===== src/rtl/mcr_pkg.sv =====
// ----------------------------------------------------------------------------
// mcr_pkg
// Shared constants and types of the midpoint circle rasterizer: default
// widths, initial difference values and the controller-to-datapath command.
// ----------------------------------------------------------------------------
package mcr_pkg;

  // default coordinate width and fixed color width
  localparam int unsigned DefCoordBits = 12;
  localparam int unsigned ColorBits    = 24;
  localparam logic [ColorBits-1:0] ColorReset = 24'hFFFFFF;

  // eight symmetric pixels per point
  localparam int unsigned OctBits = 3;
  localparam logic [OctBits-1:0] LastOct = 3'd7;

  // action codes
  localparam logic ActStart   = 1'b0;
  localparam logic ActAdvance = 1'b1;

  // constants of the incremental differences
  localparam int DecInitBase  = 1;
  localparam int EastInit     = 3;
  localparam int SeInitBase   = 5;
  localparam int EastInc      = 2;
  localparam int SeDiagInc    = 4;

  // command from controller to datapath
  typedef struct packed {
    logic               load;  // input item accepted, update circle state
    logic               emit;  // load the output register
    logic               fin;   // emit a finished result
    logic [OctBits-1:0] oct;   // which symmetric pixel to emit
  } cmd_t;

  // status from datapath to controller
  typedef struct packed {
    logic finish;  // the item at the input gives a finished result
  } stat_t;

endpackage


===== src/rtl/midpoint_circle_rasterizer_core.sv =====
// A taken item moves the controller to its emit state, which loads its results
// into the single output register: eight pixels for a start or an advance, one
// per cycle while the output is not stalled, or one finished result.
// The next item is taken in the cycle that issues the last result.
// Reset: asynchronous, active low; no circle active, color reads 0xFFFFFF.
// ----------------------------------------------------------------------------
// midpoint_circle_rasterizer_core
// Integer midpoint circle rasterizer: start and advance items produce the
// eight symmetric pixels of each point, or one finished result.
// ----------------------------------------------------------------------------
module midpoint_circle_rasterizer_core #(
  parameter int unsigned CoordBits = mcr_pkg::DefCoordBits
) (
  input  logic                          clk_i,
  input  logic                          rst_ni,
  // configuration
  input  logic                          cfg_valid_i,
  output logic                          cfg_ready_o,
  input  logic [mcr_pkg::ColorBits-1:0] cfg_data_i,
  // input items
  input  logic                          in_valid_i,
  output logic                          in_stall_o,
  input  logic                          action_i,
  input  logic signed [CoordBits-1:0]   center_x_i,
  input  logic signed [CoordBits-1:0]   center_y_i,
  input  logic [CoordBits-2:0]          radius_i,
  // result items
  output logic                          out_valid_o,
  input  logic                          out_stall_i,
  output logic signed [CoordBits:0]     pixel_x_o,
  output logic signed [CoordBits:0]     pixel_y_o,
  output logic [mcr_pkg::ColorBits-1:0] pixel_color_o,
  output logic                          pixel_valid_o,
  output logic                          finished_o,
  output logic                          last_o
);
  import mcr_pkg::*;

  cmd_t  cmd;
  stat_t stat;

  // color register accepts a write every cycle
  assign cfg_ready_o = 1'b1;

  // sequencing
  mcr_ctrl u_ctrl (
    .clk_i       (clk_i),
    .rst_ni      (rst_ni),
    .in_valid_i  (in_valid_i),
    .in_stall_o  (in_stall_o),
    .out_valid_o (out_valid_o),
    .out_stall_i (out_stall_i),
    .stat_i      (stat),
    .cmd_o       (cmd)
  );

  // circle state and output item
  mcr_datapath #(
    .CoordBits (CoordBits)
  ) u_datapath (
    .clk_i         (clk_i),
    .rst_ni        (rst_ni),
    .cmd_i         (cmd),
    .stat_o        (stat),
    .cfg_valid_i   (cfg_valid_i && cfg_ready_o),
    .cfg_data_i    (cfg_data_i),
    .action_i      (action_i),
    .center_x_i    (center_x_i),
    .center_y_i    (center_y_i),
    .radius_i      (radius_i),
    .pixel_x_o     (pixel_x_o),
    .pixel_y_o     (pixel_y_o),
    .pixel_color_o (pixel_color_o),
    .pixel_valid_o (pixel_valid_o),
    .finished_o    (finished_o),
    .last_o        (last_o)
  );

endmodule


===== src/rtl/mcr_ctrl.sv =====
// ----------------------------------------------------------------------------
// mcr_ctrl
// Controller of the circle rasterizer: takes one item, then issues one
// result per free output slot, eight pixels or one finished result.
// ----------------------------------------------------------------------------
module mcr_ctrl (
  input  logic          clk_i,
  input  logic          rst_ni,
  input  logic          in_valid_i,
  output logic          in_stall_o,
  output logic          out_valid_o,
  input  logic          out_stall_i,
  input  mcr_pkg::stat_t stat_i,
  output mcr_pkg::cmd_t  cmd_o
);
  import mcr_pkg::*;

  typedef enum logic {
    StIdle,
    StEmit
  } state_e;

  state_e             state_q;
  logic [OctBits-1:0] oct_q;
  logic               fin_q;
  logic               out_valid_q;

  logic slot_free;
  logic last_emit;
  logic emit;
  logic ready;
  logic accept;

  // handshake and sequencing decisions
  assign slot_free = !out_valid_q || !out_stall_i;
  assign last_emit = fin_q || (oct_q == LastOct);
  assign emit      = (state_q == StEmit) && slot_free;
  assign ready     = (state_q == StIdle) || (emit && last_emit);
  assign accept    = in_valid_i && ready;

  assign in_stall_o  = !ready;
  assign out_valid_o = out_valid_q;

  // command to the datapath
  always_comb begin
    cmd_o.load = accept;
    cmd_o.emit = emit;
    cmd_o.fin  = fin_q;
    cmd_o.oct  = oct_q;
  end

  // state and output valid
  always_ff @(posedge clk_i or negedge rst_ni) begin
    if (!rst_ni) begin
      state_q     <= StIdle;
      oct_q       <= '0;
      fin_q       <= 1'b0;
      out_valid_q <= 1'b0;
    end else begin
      if (slot_free) begin
        out_valid_q <= emit;
      end
      if (accept) begin
        state_q <= StEmit;
        oct_q   <= '0;
        fin_q   <= stat_i.finish;
      end else if (emit) begin
        if (last_emit) begin
          state_q <= StIdle;
        end else begin
          oct_q <= oct_q + OctBits'(1);
        end
      end
    end
  end

endmodule


===== src/rtl/mcr_datapath.sv =====
// ----------------------------------------------------------------------------
// mcr_datapath
// Datapath of the circle rasterizer: centre, offsets, decision value and
// its increments, the color register and the registered output item.
// ----------------------------------------------------------------------------
module mcr_datapath #(
  parameter int unsigned CoordBits = mcr_pkg::DefCoordBits
) (
  input  logic                          clk_i,
  input  logic                          rst_ni,
  input  mcr_pkg::cmd_t                 cmd_i,
  output mcr_pkg::stat_t                stat_o,
  input  logic                          cfg_valid_i,
  input  logic [mcr_pkg::ColorBits-1:0] cfg_data_i,
  input  logic                          action_i,
  input  logic signed [CoordBits-1:0]   center_x_i,
  input  logic signed [CoordBits-1:0]   center_y_i,
  input  logic [CoordBits-2:0]          radius_i,
  output logic signed [CoordBits:0]     pixel_x_o,
  output logic signed [CoordBits:0]     pixel_y_o,
  output logic [mcr_pkg::ColorBits-1:0] pixel_color_o,
  output logic                          pixel_valid_o,
  output logic                          finished_o,
  output logic                          last_o
);
  import mcr_pkg::*;

  localparam int unsigned PixBits = CoordBits + 1;
  localparam int unsigned DecBits = CoordBits + 2;

  // circle state
  logic [ColorBits-1:0]        color_q;
  logic signed [CoordBits-1:0] cx_q, cy_q;
  logic [CoordBits-1:0]        col_q, row_q;
  logic signed [DecBits-1:0]   dec_q, east_q, se_q;
  logic                        busy_q;

  // output register
  logic signed [PixBits-1:0] px_q, py_q;
  logic [ColorBits-1:0]      pcol_q;
  logic                      pval_q, pfin_q, plast_q;

  logic                      finish;
  logic signed [DecBits-1:0] rad_ext;
  logic signed [PixBits-1:0] pix_x, pix_y;

  // advance finds no circle or the octant complete
  assign finish        = (action_i == ActAdvance) && (!busy_q || (col_q >= row_q));
  assign stat_o.finish = finish;
  assign rad_ext       = DecBits'(radius_i);

  // symmetric pixel selection
  always_comb begin
    logic signed [PixBits-1:0] off_a;
    logic signed [PixBits-1:0] off_b;
    off_a = cmd_i.oct[2] ? PixBits'(row_q) : PixBits'(col_q);
    off_b = cmd_i.oct[2] ? PixBits'(col_q) : PixBits'(row_q);
    pix_x = PixBits'(cx_q) + (cmd_i.oct[0] ? -off_a : off_a);
    pix_y = PixBits'(cy_q) + (cmd_i.oct[1] ? -off_b : off_b);
  end

  // color register and circle state
  always_ff @(posedge clk_i or negedge rst_ni) begin
    if (!rst_ni) begin
      color_q <= ColorReset;
      cx_q    <= '0;
      cy_q    <= '0;
      col_q   <= '0;
      row_q   <= '0;
      dec_q   <= '0;
      east_q  <= '0;
      se_q    <= '0;
      busy_q  <= 1'b0;
    end else begin
      if (cfg_valid_i) begin
        color_q <= cfg_data_i;
      end
      if (cmd_i.load) begin
        if (action_i == ActStart) begin
          cx_q   <= center_x_i;
          cy_q   <= center_y_i;
          col_q  <= '0;
          row_q  <= CoordBits'(radius_i);
          dec_q  <= DecBits'(DecInitBase) - rad_ext;
          east_q <= DecBits'(EastInit);
          se_q   <= DecBits'(SeInitBase) - (rad_ext <<< 1);
          busy_q <= 1'b1;
        end else if (finish) begin
          busy_q <= 1'b0;
        end else begin
          col_q  <= col_q + CoordBits'(1);
          east_q <= east_q + DecBits'(EastInc);
          if (dec_q[DecBits-1]) begin
            // step east
            dec_q <= dec_q + east_q;
            se_q  <= se_q + DecBits'(EastInc);
          end else begin
            // step south-east
            dec_q <= dec_q + se_q;
            se_q  <= se_q + DecBits'(SeDiagInc);
            row_q <= row_q - CoordBits'(1);
          end
        end
      end
    end
  end

  // output item register
  always_ff @(posedge clk_i) begin
    if (cmd_i.emit) begin
      if (cmd_i.fin) begin
        px_q    <= '0;
        py_q    <= '0;
        pcol_q  <= '0;
        pval_q  <= 1'b0;
        pfin_q  <= 1'b1;
        plast_q <= 1'b1;
      end else begin
        px_q    <= pix_x;
        py_q    <= pix_y;
        pcol_q  <= color_q;
        pval_q  <= 1'b1;
        pfin_q  <= 1'b0;
        plast_q <= (cmd_i.oct == LastOct);
      end
    end
  end

  assign pixel_x_o     = px_q;
  assign pixel_y_o     = py_q;
  assign pixel_color_o = pcol_q;
  assign pixel_valid_o = pval_q;
  assign finished_o    = pfin_q;
  assign last_o        = plast_q;

endmodule


===== config.mk =====
export PLATFORM = sky130hd
export DESIGN_NAME = midpoint_circle_rasterizer_core
export DESIGN_NICKNAME = d
export VERILOG_FILES = /design/src/rtl/mcr_pkg.sv /design/src/rtl/midpoint_circle_rasterizer_core.sv /design/src/rtl/mcr_ctrl.sv /design/src/rtl/mcr_datapath.sv
export SDC_FILE = /design/constraint.sdc
export NUM_CORES = 1
export LEC_CHECK = 0
export ABC_AREA = 0
export BUFFER_PORTS_ARGS = -buffer_cell sky130_fd_sc_hd__buf_4
export CORE_MARGIN = 1
export CORE_UTILIZATION = 64
export CTS_CLUSTER_DIAMETER = 60
export CTS_CLUSTER_SIZE = 14
export DETAILED_ROUTE_END_ITERATION = 10
export PLACE_DENSITY = 0.89
export SYNTH_ARGS = -nofsm -noshare
export SYNTH_HDL_FRONTEND = slang
export SYNTH_SLANG_ARGS = --single-unit

===== constraint.sdc =====
create_clock -name clk_i -period 8.6 [get_ports clk_i]
set_clock_uncertainty 0.2 [all_clocks]
set_input_delay 0.86 -clock clk_i [delete_from_list [all_inputs] [get_ports clk_i]]
set_output_delay 0.86 -clock clk_i [all_outputs]
set_load 0.05 [all_outputs]

# --- Word-level counts from Yosys, hierarchy flattened ---
# Cells that the tools add are included.
totals:
  register_bits: 174
  latch_bits: 0
  mem_bits_rw: 0
  rom_bits: 0
  input_bits: 65
  output_inout_bits: 56
  elab_cells: 88
  memories: 0
classes:
  n_addsub: 14
  multipliers: 0
  div_mod_pow: 0
  order_cmp: 1
  eq_ne: 5
  shift: 0
  muxes: 27
  bitwise: 2
  n_reduce_logical: 20
ops:
  columns: ["op", "n"]
  rows:
  - ["14-bit 2-to-1 mux", 8]
  - ["12-bit 2-to-1 mux", 7]
  - ["14-bit adder", 2]
  - ["14-bit by 3-bit adder with 14-bit output (second input constant)", 2]
  - ["12-bit by 13-bit adder with 13-bit output", 2]
  - ["13-bit 2-to-1 mux", 2]
  - ["13-bit negator", 2]
  - ["14-bit by 4-bit adder with 14-bit output (second input constant)", 1]
  - ["3-bit by 12-bit subtractor with 13-bit output (first input constant)", 1]
  - ["12-bit by 1-bit adder with 12-bit output (second input constant)", 1]
  - ["12-bit greater-or-equal comparator", 1]
  - ["1-bit by 11-bit subtractor with 12-bit output (first input constant)", 1]
  - ["12-bit by 1-bit subtractor with 12-bit output (second input constant)", 1]
  - ["2-bit AND reduction", 5]
  - ["3-bit 2-to-1 mux", 3]
  - ["1-bit 2-to-1 mux", 7]
  - ["2-bit != test (second input constant)", 3]
  - ["1-bit logical AND", 4]
  - ["1-bit zero test", 4]
  - ["1-bit logical OR", 4]
  - ["2-bit nonzero test", 2]
  - ["3-bit by 1-bit adder with 3-bit output (second input constant)", 1]
  - ["3-bit == test (second input constant)", 1]
  - ["3-bit AND reduction", 1]
  - ["other kinds (2)", 3]

# --- Longest topological paths before layout ---
# Gate-level depths: netlist (run 1).
logic_depth:
  depth_word: 8
  ltp_mapped: 18

# --- By module ---
# A second synthesis (run 1) with hierarchy kept.
hier_totals:
  hier_cells: 1204
  area_unflattened_um2: 11130.7
modules_own_cells:
  columns: ["mod", "n_inst", "cells_per_inst", "area_each_um2", "seq_area_each_um2"]
  rows:
  - ["mcr_datapath", 1, 1169, 10751.6, 4474.3]
  - ["mcr_ctrl", 1, 33, 367.9, 150.1]
  - ["midpoint_circle_rasterizer_core", 1, 2, 11.3, 0.0]

# --- Worst setup path before layout (run 1) ---
# No wires, ideal clock.
synth_path:
  path_kind: "register to register"
  start: "reg u_ctrl.oct_q[2]"
  end: "reg u_datapath.px_q[11], in the netlist u_datapath.pixel_x_o[11] (data pin)"
  setup_time_ns: 0.269
  arrival_time_ns: 3.595
  required_ns: 8.131
  slack_ns: 4.536
  stages_incl_launch_ff: 18
  n_path_buf: 5
  synth_period_minus_slack_ns: 4.064
  path_cell_list: "dfrtp_1 buf_2 buf_2 buf_2 buf_2 buf_2 mux2i_1 ha_1 nor2_1 a21oi_1 ha_1 a21o_1 a21o_1 a2111oi_2 nor4_1 o31ai_1 nand3_1 nor3b_1"
synth_between:
  elab_chain_len: 4
synth_lines:
  columns: ["item", "line_no", "rtl"]
  rows:
  - ["start, declared", "mcr_ctrl.sv:24", "logic [OctBits-1:0] oct_q;"]
  - ["start signal, assigned", "mcr_ctrl.sv:71", "oct_q <= oct_q + OctBits'(1);"]
  - ["12-bit 2-to-1 mux *", "mcr_datapath.sv:56", "off_a = cmd_i.oct[2] ? PixBits'(row_q) : PixBits'(col_q);"]
  - ["13-bit negator", "mcr_datapath.sv:58", "pix_x = PixBits'(cx_q) + (cmd_i.oct[0] ? -off_a : off_a);"]
  - ["13-bit 2-to-1 mux *", "mcr_datapath.sv:58", null]
  - ["12-bit by 13-bit adder with 13-bit output *", "mcr_datapath.sv:58", null]
  - ["end signal, assigned", "mcr_datapath.sv:119", "px_q <= pix_x;"]
  - ["end, declared", "mcr_datapath.sv:39", "logic signed [PixBits-1:0] px_q, py_q;"]
# Every way passes the cells marked *; elsewhere a longest branch is shown, timed or not.
# A chain may end at the register's enable or synchronous reset.

# --- Worst setup path after layout (run 1) ---
# Same ends and word-level chain as after synthesis.

==> metrics.log, run 1 <==
[metrics] run status: finished clean
[metrics] biggest area contributors in the synthesized netlist: dfrtp_1, edfxtp_1, ha_1
[metrics] final count of negative-setup-slack endpoints: 0
[metrics] number of hold buffers added after cts: 0
[metrics] routability congestion estimate from global placement: 0.902
[metrics] setup repair after global routing missed its margin: no
[metrics] f_max: 231 MHz
[metrics] count of cells along the worst register-to-register path: 13
[metrics] number of buffers created by CTS: 17
[metrics] ports placed on the boundary: 121
[metrics] summed negative setup slack over all endpoints: 0 ns
[metrics] Core ar.: 0.0166 mm2
[metrics] clock sink total: 173
[metrics] share of synthesized registers carrying an async set or reset: 0.694
[metrics] depth of the CTS H-tree: 4
[metrics] hold violation total from the final report: 0
[metrics] count of flip-flops with a built-in enable after synthesis: 53
[metrics] slack of the worst reg-to-reg path: 4.27 ns
[metrics] count of standard-cell rows: 47
[metrics] most instantiated library cell after synthesis: nand2_1
[metrics] Stages on worst setup path: 13
[metrics] Total Wirelength: 27.1 mm
[metrics] cells resized by post-CTS repair: 0
[metrics] endpoint type of the worst setup path: register
[metrics] buffer and inverter count on the worst path: 1
[metrics] first-pass GRT wire length: 44.2 mm
[metrics] Area Growth Syn to Fin: 14.2%
[metrics] detail-routed net length per standard cell: 18.5 um
[metrics] capture instance of the worst register-to-register path: u_datapath.pixel_x_o[11]$_SDFFCE_PP0P_
[metrics] router iterations before antenna repair: 6
[metrics] violation count after the first detailed-routing iteration: 691
[metrics] latest clock arrival within the worst-skew pair: 0.44 ns
[metrics] Synth Instances: 1153
[metrics] post-route DRC violation count: 0
[metrics] worst setup path category: register to register
[metrics] number of stages on the worst hold path: 1
[metrics] post-CTS clock slew at the launch and capture registers of the worst setup and hold paths: 0.07 ns
[metrics] GRT overflow: 0
[metrics] horizontal die dimension: 133 um
[metrics] Static Leak: 5.26 nW
[metrics] biggest area consumer among synthesized cells: dfrtp_1
[metrics] number of global-route vias before repair: 8939
[metrics] pins over their slew limit: 0
[metrics] kind of start point of the critical path: register
[metrics] number of buffers inserted by port buffering: 119
[metrics] Reg area: 0.00463 mm2
[metrics] Post-CTS Setup Bufs: 0
[metrics] layout cells sized above 1: 0.203
[metrics] slew margin rel.: 0.174
[metrics] commonest cells in the netlist: nand2_1, nor2_1, dfrtp_1
[metrics] count of filler cells inserted in the layout: 1080
[metrics] clock tree from TritonCTS: yes
[metrics] Root Buffer: clkbuf_16
[metrics] total area of multi-input combinational cells: 0.00589 mm2
[metrics] vias per inst: 6.20
[metrics] worst path required time: 8.65 ns
[metrics] power density of the placed cells: 431 mW/mm2
[metrics] list of cells traversed by the critical path: buf_4 > mux2i_1 > ha_1 > nor2_1 > a21oi_1 > ha_1 > a21o_1 > a21o_1 > a2111oi_2 > nor4_1 > o31ai_1 > a21oi_1 > nor3b_1
[metrics] Net Count, Synth: 1283
[metrics] number of antenna violations at the first check in global routing: 0
[metrics] number of synthesized register bits: 173
[metrics] Worst Hold Launch: u_datapath.se_q[0]$_DFFE_PN0P_
[metrics] post-layout total power: 5.40 mW
[metrics] primary flip-flop cell chosen by synthesis mapping: dfrtp_1
[metrics] average size of a mapped cell: 9.51 um2
[metrics] Antenna Cells: 0
[metrics] delay of the slowest cell on the worst path: 0.56 ns
[metrics] classification of the worst-slack hold path: register to register
[metrics] Max Cap Viol: 0
[metrics] ratio of final minimum period to clock period: 0.503
[metrics] die area: 0.0177 mm2
[metrics] slew of the pin with the lowest slew margin: 1.24 ns
[metrics] startpoint of the most critical register-to-register path: u_ctrl.oct_q[2]$_DFFE_PN0P_
[metrics] antenna-violating nets left: 0
[metrics] CP arrival: 4.38 ns
[metrics] share of the synthesized area in the top cell type: 0.219
[metrics] die height: 133 um
[metrics] endpoint of the worst hold path: u_datapath.se_q[0]$_DFFE_PN0P_
[metrics] worst vdd rail ir drop: 0.275 mV
[metrics] final net count: 1361
[metrics] area of the mapped netlist: 0.0110 mm2
[metrics] Longest Clk Path Bufs: 2
[metrics] part of the Yosys area used for sequential elements: 0.422
[metrics] Top Family by Delay on Critical Path: compound AO/OA/AOI/OAI gates
[metrics] time the final worst path needs with I/O delays and setup: 4.33 ns
[metrics] largest net degree at the start of global routing: 64
[metrics] cell type of the slowest stage on the worst timing path: buf_4
[metrics] highest net fanout along the worst path: 63
[metrics] detailed placement HPWL: 18.4 mm
[metrics] synth warn: 0
[metrics] count of cell types in the netlist: 79
[metrics] Via Count: 9080
[metrics] starting density of the core: 0.659
[metrics] GRT Util Overall: 0.319
[metrics] worst hold slack across all endpoints: 0.284 ns
kinds of logic (layout without fill, tap and decap cells):
kind of cell	count (synthesis)	after routing	synth area share
buffers and inverters	111	202	0.0420
adder cells (fa/ha/maj)	65	65	0.0762
flip-flops	173	173	0.422
multiplexers	71	71	0.0691
XOR/XNOR	86	86	0.0687
AND/OR/NAND/NOR	425	425	0.191
other	1	1	0.000342
AO/OA/AOI/OAI	221	221	0.131
worst max-delay path by stage:
stage | start | to
4_1_cts | u_ctrl.oct_q[2]$_DFFE_PN0P_ | u_datapath.pixel_x_o[11]$_SDFFCE_PP0P_
5_1_grt | u_ctrl.oct_q[2]$_DFFE_PN0P_ | u_datapath.pixel_x_o[11]$_SDFFCE_PP0P_
2_1_floorplan | u_ctrl.oct_q[2]$_DFFE_PN0P_ | u_datapath.pixel_x_o[11]$_SDFFCE_PP0P_
3_3_place_gp | u_ctrl.oct_q[2]$_DFFE_PN0P_ | u_datapath.pixel_x_o[11]$_SDFFCE_PP0P_
6_report | u_ctrl.oct_q[2]$_DFFE_PN0P_ | u_datapath.pixel_x_o[11]$_SDFFCE_PP0P_
3_5_place_dp | u_ctrl.oct_q[2]$_DFFE_PN0P_ | u_datapath.pixel_x_o[11]$_SDFFCE_PP0P_
power breakdown:
group          internal [mW]  leakage (nW)  total (mW)  switching (mW)
combinational           1.23          3.01        3.09            1.86
sequential              1.22          1.95        1.50           0.287
clock                  0.441         0.298       0.798           0.357
total                   2.89          5.26        5.40            2.51
layer usage:
metal | track usage | part of all wire
met5 | 0 | 0
met4 | 0.153 | 0.031
met3 | 0.0579 | 0.079
met2 | 0.535 | 0.50
met1 | 0.398 | 0.39
metrics by stage:
| stage | instances | cell area [um2] | setup slack, ns | utilization |
|---|---|---|---|---|
| final | 1464 | 12500 | 4.27 | 0.752 |
| after global routing | 1464 | 12500 | 4.01 | 0.752 |
| after CTS | 1464 | 12500 | 4.33 | 0.752 |
| after detailed placement | 1432 | 11900 | 4.52 | 0.716 |
| after global placement | 1432 | 11900 | 4.70 | 0.716 |
| after floorplan | 1153 | 11000 | 4.54 | - |
sequential cells by signal, indices dropped and copies added (netlist names), 3 cells and up:
signal / count
u_datapath.color_q: 24
u_datapath.pixel_color_o: 24
u_datapath.dec_q: 14
u_datapath.se_q: 14
u_datapath.east_q: 13
u_datapath.pixel_x_o: 13
u_datapath.pixel_y_o: 13
u_datapath.col_q: 12
u_datapath.cx_q: 12
u_datapath.cy_q: 12
u_datapath.row_q: 12
u_ctrl.oct_q: 3
cells in the final DEF (no fill, tap or decap), drive strengths merged, types with 4 or more instances in the layout:
master   instances
o22ai            9
or3              9
nand4           13
o21a             5
xor2            29
buf            129
a21o            12
nor4            19
a21oi           65
o21ai           49
o211ai           8
or2              5
nand3           20
a2111oi          5
dfrtp           96
nor2           109
nor3b            6
mux2i           34
clkbuf          17
a221o            5
o31ai            4
nand2          148
inv             48
edfxtp          53
a211oi          13
nor2b           32
nor3            39
mux2            37
a31oi           12
nand2b          10
ha              62
xnor2           57
and3             7
clkinv           5
dfstp           24
layout make-up:
type,count,share of cell area
clock buffer,17,0.0340
clock inverter,15,0.0142
inverter,41,0.0123
multi-input combinational,869,0.471
sequential,173,0.370
tap,220,0.0220
timing repair buffer,129,0.0774
No activity file was read; power rests on OpenSTA's default activity.
==> inputs of run 2 (changes only) <==
CORE_UTILIZATION = 54   (was 64)
PLACE_DENSITY = 0.8   (was 0.89)
clock period = 3.9 ns   (was 8.6 ns; I/O delays follow)
==> run 2 against run 1 <==
  * Cell area is 5.7% higher
  * Sequential power is 120% higher
  * Via count up 2.2%
  * Cell count rose by 7.2%
  * Core utilization down 7.9 points
  * Critical path type unchanged
  * Largest cell class unchanged
  * Largest power group unchanged
==> metrics.log, run 2 (synthesis results as in run 1) <==
[metrics] run status: finished clean
[metrics] P_int: 6.36 mW
[metrics] slew margin rel.: 0.340
[metrics] largest net degree at the start of global routing: 67
[metrics] most common library cell in the layout ignoring fill and taps: nand2_1
[metrics] number of buffers created by CTS: 17
[metrics] routability congestion estimate from global placement: 0.903
[metrics] number of global-route vias before repair: 9090
[metrics] time the final worst path needs with I/O delays and setup: 3.66 ns
[metrics] Area Growth Syn to Fin: 20.7%
[metrics] commonest cells after routing, fill and taps aside: nand2_1, buf_4, nor2_1
[metrics] GRT Util Overall: 0.277
[metrics] starting density of the core: 0.558
[metrics] detail-routed net length per standard cell: 17.6 um
[metrics] vias per inst: 5.91
[metrics] placed cell count: 1487
[metrics] met2 GRT Util: 0.469
[metrics] relative contribution of sequential cells to total power: 0.276
[metrics] Root Buffer: clkbuf_16
[metrics] Post-CTS Setup Bufs: 0
[metrics] layout cells sized above 1: 0.204
[metrics] Total Wirelength: 27.6 mm
[metrics] count of filler cells inserted in the layout: 1474
[metrics] worst vdd rail ir drop: 0.587 mV
[metrics] classification of the worst-slack hold path: input pin to register
[metrics] final cell area excluding filler cells: 0.0132 mm2
[metrics] depth of the CTS H-tree: 4
[metrics] GRT overflow: 0
[metrics] antenna-violating nets left: 0
[metrics] endpoint type of the worst setup path: register
[metrics] summed negative setup slack over all endpoints: 0 ns
[metrics] met1 global-route usage: 0.351
[metrics] highest net fanout along the worst path: 36
[metrics] switching share of total power: 0.466
[metrics] detailed placement HPWL: 18.6 mm
[metrics] violation count after the first detailed-routing iteration: 674
[metrics] Reg area: 0.00463 mm2
[metrics] router iterations before antenna repair: 5
[metrics] slew of the pin with the lowest slew margin: 0.991 ns
[metrics] met3 demand-to-capacity share in global routing: 0.0480
[metrics] CP arrival: 3.67 ns
[metrics] share of power burned in combinational logic: 0.576
[metrics] total area of multi-input combinational cells: 0.00591 mm2
[metrics] ratio of final minimum period to clock period: 0.939
[metrics] kind of start point of the critical path: register
[metrics] pins over their slew limit: 0
[metrics] count of standard-cell rows: 51
[metrics] die area: 0.0209 mm2
[metrics] number of buffers inserted by port buffering: 119
[metrics] f_max: 273 MHz
[metrics] Max Cap Viol: 0
[metrics] ports placed on the boundary: 121
[metrics] horizontal die dimension: 144 um
[metrics] number of standard cells in the layout, taps in and fillers out: 1570
[metrics] Antenna Cells: 0
[metrics] Via Count: 9280
[metrics] latest clock arrival within the worst-skew pair: 0.45 ns
[metrics] worst setup path category: register to register
[metrics] Longest Clk Path Bufs: 2
[metrics] first-pass GRT wire length: 44.8 mm
[metrics] Clock Power Share: 0.148
[metrics] final count of negative-setup-slack endpoints: 0
[metrics] hold violation total from the final report: 0
[metrics] Top Usage Layer GRT: met2
[metrics] post-CTS clock slew at the launch and capture registers of the worst setup and hold paths: 0.08 ns
[metrics] number of antenna violations at the first check in global routing: 0
[metrics] post-route DRC violation count: 0
[metrics] worst path required time: 3.90 ns
[metrics] final net count: 1422
[metrics] clock sink total: 173
[metrics] worst hold slack across all endpoints: 0.0443 ns
[metrics] clock tree from TritonCTS: yes
[metrics] setup repair after global routing missed its margin: no
[metrics] die height: 144 um
[metrics] power density of the placed cells: 901 mW/mm2
[metrics] Core ar.: 0.0197 mm2
[metrics] DP Area: 0.0121 mm2
[metrics] Static Leak: 5.53 nW
[metrics] Sw Pwr: 5.55 mW
==> run 2: changes by cell type in the layout (fill, tap and decap cells not counted), sizes merged <==
cell,delta
clkinvlp,+1
bufinv,-2
clkinv,+4
inv,-3
dlygate4sd3,+51
buf,+10
==> run 2: power by group through the flow <==
stage | clock [mW] | sequential (mW) | combinational, mW
after floorplan | 0 | 3.82 | 4.64
after global placement | 0 | 3.27 | 6.51
after detailed placement | 0 | 3.29 | 6.69
after CTS | 1.78 | 3.26 | 6.79
after global routing | 1.85 | 3.36 | 7.60
final | 1.76 | 3.29 | 6.87
==> run 2: timing repair <==
| item | CTS | global route |
|---|---|---|
| setup endpoints to repair | 0 | 3 |
| resized for setup | 0 | 3 |
| hold endpoints to repair | 90 | 0 |
| hold buffers | 51 | 0 |
==> run 2: critical path, stage by stage, from the launching register on <==
cell and delay, ns:
dfrtp_2 0.46, buf_12 0.23, buf_4 0.30, nor3_1 0.09, o21ai_1 0.24, nand2_1 0.10, xor2_1 0.18, ha_1 0.35
a41oi_1 0.30, a31oi_1 0.12, nor2_1 0.21, o21bai_1 0.09, a21oi_1 0.18, mux2_2 0.34
==> run 2: per-stage QoR <==
| stage | utilization | setup WS, ns | power [mW] |
|---|---|---|---|
| finish | 0.673 | 0.238 | 11.9 |
| global route | 0.673 | 0.0316 | 12.8 |
| CTS | 0.672 | 0.173 | 11.8 |
| detailed placement | 0.614 | 0.201 | 9.98 |
| global placement | 0.614 | 0.317 | 9.78 |
| floorplan | - | 0.0301 | 8.46 |
==> run 2: path summary, 6_finish.rpt <==
kind,slack (ns),startpoint,depth (start not counted),end
worst max-delay path,0.24,u_ctrl.oct_q[2]$_DFFE_PN0P_,13,u_datapath.pixel_y_o[9]$_SDFFCE_PP0P_
worst min-delay path,0.04,radius_i[2],2,u_datapath.row_q[2]$_DFFE_PN0P_
worst max register to register,0.24,u_ctrl.oct_q[2]$_DFFE_PN0P_,13,u_datapath.pixel_y_o[9]$_SDFFCE_PP0P_
worst min register to register,0.29,u_datapath.cy_q[9]$_DFFE_PN0P_,2,u_datapath.cy_q[9]$_DFFE_PN0P_
max in group asynchronous,2.29,rst_ni,3,u_datapath.se_q[2]$_DFFE_PN0P_
min in group asynchronous,0.40,rst_ni,2,u_datapath.se_q[12]$_DFFE_PN0P_
==> run 2: layer usage <==
metal / share of wire / wire length [um]
met5: 0 / 0
met4: 0.023 / 648
met3: 0.072 / 2000
met2: 0.48 / 13300
met1: 0.42 / 11600
==> run 2: cell type report <==
cell class / instances / area share
timing repair buffer: 190 / 0.119
clock buffer: 17 / 0.0322
clock inverter: 15 / 0.0158
tap: 265 / 0.0251
sequential: 173 / 0.350
multi-input combinational: 869 / 0.446
inverter: 41 / 0.0116
==> inputs of run 3 (changes only) <==
SETUP_SLACK_MARGIN = 0.4   (was not set)
==> run 3 against run 2 <==
  * Sequential power is 2% higher
  * Critical path depth is 2 lower
  * Global-route usage is 0.99 points higher
  * Fmax is 3.0% higher
  * Combinational power is 3.8% higher
  * Register-to-register slack better by 0.11 ns
  * Sequential cell count stayed put
  * Largest power group unchanged
==> metrics.log, run 3 (synthesis results as in run 1) <==
[metrics] worst setup path category: register to register
[metrics] largest net degree at the start of global routing: 56
[metrics] detailed placement HPWL: 19.0 mm
[metrics] number of buffers inserted by port buffering: 119
[metrics] worst vdd rail ir drop: 0.443 mV
[metrics] violation count after the first detailed-routing iteration: 773
[metrics] Static Leak: 5.58 nW
[metrics] die area: 0.0209 mm2
[metrics] time the final worst path needs with I/O delays and setup: 3.55 ns
[metrics] Core ar.: 0.0197 mm2
[metrics] switching share of total power: 0.471
[metrics] worst path required time: 3.87 ns
[metrics] number of global-route vias before repair: 9175
[metrics] Total Wirelength: 29.1 mm
[metrics] Longest Clk Path Bufs: 2
[metrics] Sw Pwr: 5.79 mW
[metrics] commonest cells after routing, fill and taps aside: nand2_1, buf_4, nor2_1
[metrics] ports placed on the boundary: 121
[metrics] router iterations before antenna repair: 5
[metrics] GRT Util Overall: 0.287
[metrics] endpoint type of the worst setup path: register
[metrics] setup repair after global routing missed its margin: yes
[metrics] CP arrival: 3.53 ns
[metrics] GRT overflow: 0
[metrics] Via Count: 9322
[metrics] P_int: 6.50 mW
[metrics] number of buffers created by CTS: 17
[metrics] Metal-1 WL: 12.0 mm
[metrics] power density of the placed cells: 920 mW/mm2
[metrics] f_max: 281 MHz
[metrics] slew margin rel.: 0.350
[metrics] Area Growth Syn to Fin: 21.9%
[metrics] highest net fanout along the worst path: 7
[metrics] hold violation total from the final report: 0
[metrics] pins over their slew limit: 0
[metrics] depth of the CTS H-tree: 4
[metrics] slew of the pin with the lowest slew margin: 0.975 ns
[metrics] run status: finished clean
[metrics] antenna-violating nets left: 0
[metrics] Clock Power Share: 0.148
[metrics] post-route DRC violation count: 0
[metrics] placed cell count: 1489
[metrics] horizontal die dimension: 144 um
[metrics] ratio of final minimum period to clock period: 0.911
[metrics] layout cells sized above 1: 0.218
[metrics] starting density of the core: 0.558
[metrics] summed negative setup slack over all endpoints: 0 ns
[metrics] vias per inst: 5.92
[metrics] Antenna Cells: 0
[metrics] relative contribution of sequential cells to total power: 0.272
[metrics] latest clock arrival within the worst-skew pair: 0.45 ns
[metrics] routability congestion estimate from global placement: 0.923
[metrics] classification of the worst-slack hold path: input pin to register
[metrics] final net count: 1427
[metrics] worst hold slack across all endpoints: 0.0521 ns
[metrics] most common library cell in the layout ignoring fill and taps: nand2_1
[metrics] first-pass GRT wire length: 46.0 mm
[metrics] detail-routed net length per standard cell: 18.5 um
[metrics] total length of routed met3 wires: 1.86 mm
[metrics] final count of negative-setup-slack endpoints: 0
[metrics] Max Cap Viol: 0
[metrics] number of antenna violations at the first check in global routing: 0
[metrics] die height: 144 um
[metrics] share of power burned in combinational logic: 0.580
[metrics] kind of start point of the critical path: register
[metrics] count of standard-cell rows: 51
[metrics] clock sink total: 173
[metrics] post-CTS clock slew at the launch and capture registers of the worst setup and hold paths: 0.08 ns
[metrics] Root Buffer: clkbuf_16
[metrics] detailed route wirelength on metal2: 14.4 mm
[metrics] highest metal layer with signal wires: met4
[metrics] clock tree from TritonCTS: yes
[metrics] number of standard cells in the layout, taps in and fillers out: 1575
[run 3: cell count changes in the layout (fill, tap and decap cells not counted), moves of 2 or more]
cell	change
buf_4	+4
dfrtp_1	-4
dfrtp_2	+4
a21oi_1	-2
clkinv_8	-2
inv_8	+2
mux2i_1	-2
mux2i_2	+2
o21ai_0	-2
o21ai_2	+2
[run 3: worst max-delay path, stage by stage (launching register included)]
cell and delay (ns):
dfrtp_2 0.51, mux2i_2 0.29, ha_1 0.26, nor2_1 0.09, xnor2_1 0.19, ha_1 0.30
a21o_1 0.26, a2111oi_4 0.47, nor4_4 0.12, o31ai_4 0.32, nand3_2 0.13, nor3b_1 0.15
[run 3: per-stage QoR]
step	setup WS, ns	utilization	power (mW)	instance area [um2]
6_report	0.346	0.680	12.3	13400
5_1_grt	0.282	0.680	13.1	13400
4_1_cts	0.402	0.677	12.1	13300
3_5_place_dp	0.413	0.617	10.1	12100
3_3_place_gp	0.512	0.617	9.86	12100
2_1_floorplan	0.268	-	8.57	11000
[run 3: timing repair]
action,in CTS,in global routing
gates resized for setup,2,16
buffers inserted,2,1
endpoints found under the setup margin,4,10
hold buffers,51,0
endpoints found under the hold margin,92,0
pin swaps,0,6
[run 3: cell type report]
type	instances	area, um2
fillers	1429	6290
multi-input cells	869	5990
flip-flops and latches	173	4630
repair buffers	195	1620
clock buffers	17	425
well taps	265	332
clock inverters	15	214
inverters	41	154
[run 3: power by group through the flow]
stage	combinational (mW)	sequential (mW)	clock [mW]
2_1_floorplan	4.74	3.83	0
3_3_place_gp	6.56	3.30	0
3_5_place_dp	6.78	3.32	0
4_1_cts	6.94	3.29	1.83
5_1_grt	7.80	3.41	1.90
6_report	7.13	3.34	1.82
[run 3: path summary, 6_finish.rpt]
path                            depth (start not counted)                                     end  slack (ns)                           start
min in group asynchronous                               2        u_datapath.east_q[5]$_DFFE_PN0P_        0.35                          rst_ni
worst max register to register                         11  u_datapath.pixel_x_o[11]$_SDFFCE_PP0P_        0.35     u_ctrl.oct_q[2]$_DFFE_PN0P_
max in group asynchronous                               3      u_datapath.color_q[22]$_DFFE_PN1P_        2.22                          rst_ni
worst min-delay path                                    2         u_datapath.row_q[2]$_DFFE_PN0P_        0.05                     radius_i[2]
worst min register to register                          1          u_datapath.se_q[0]$_DFFE_PN0P_        0.29  u_datapath.se_q[0]$_DFFE_PN0P_
worst max-delay path                                   11  u_datapath.pixel_x_o[11]$_SDFFCE_PP0P_        0.35     u_ctrl.oct_q[2]$_DFFE_PN0P_
[run 3: routing by layer]
metal,GRT usage,vias to the layer above
met3,0.0517,74
met5,0,-
met1,0.344,4498
li1,-,4367
met4,0.128,0
met2,0.500,383
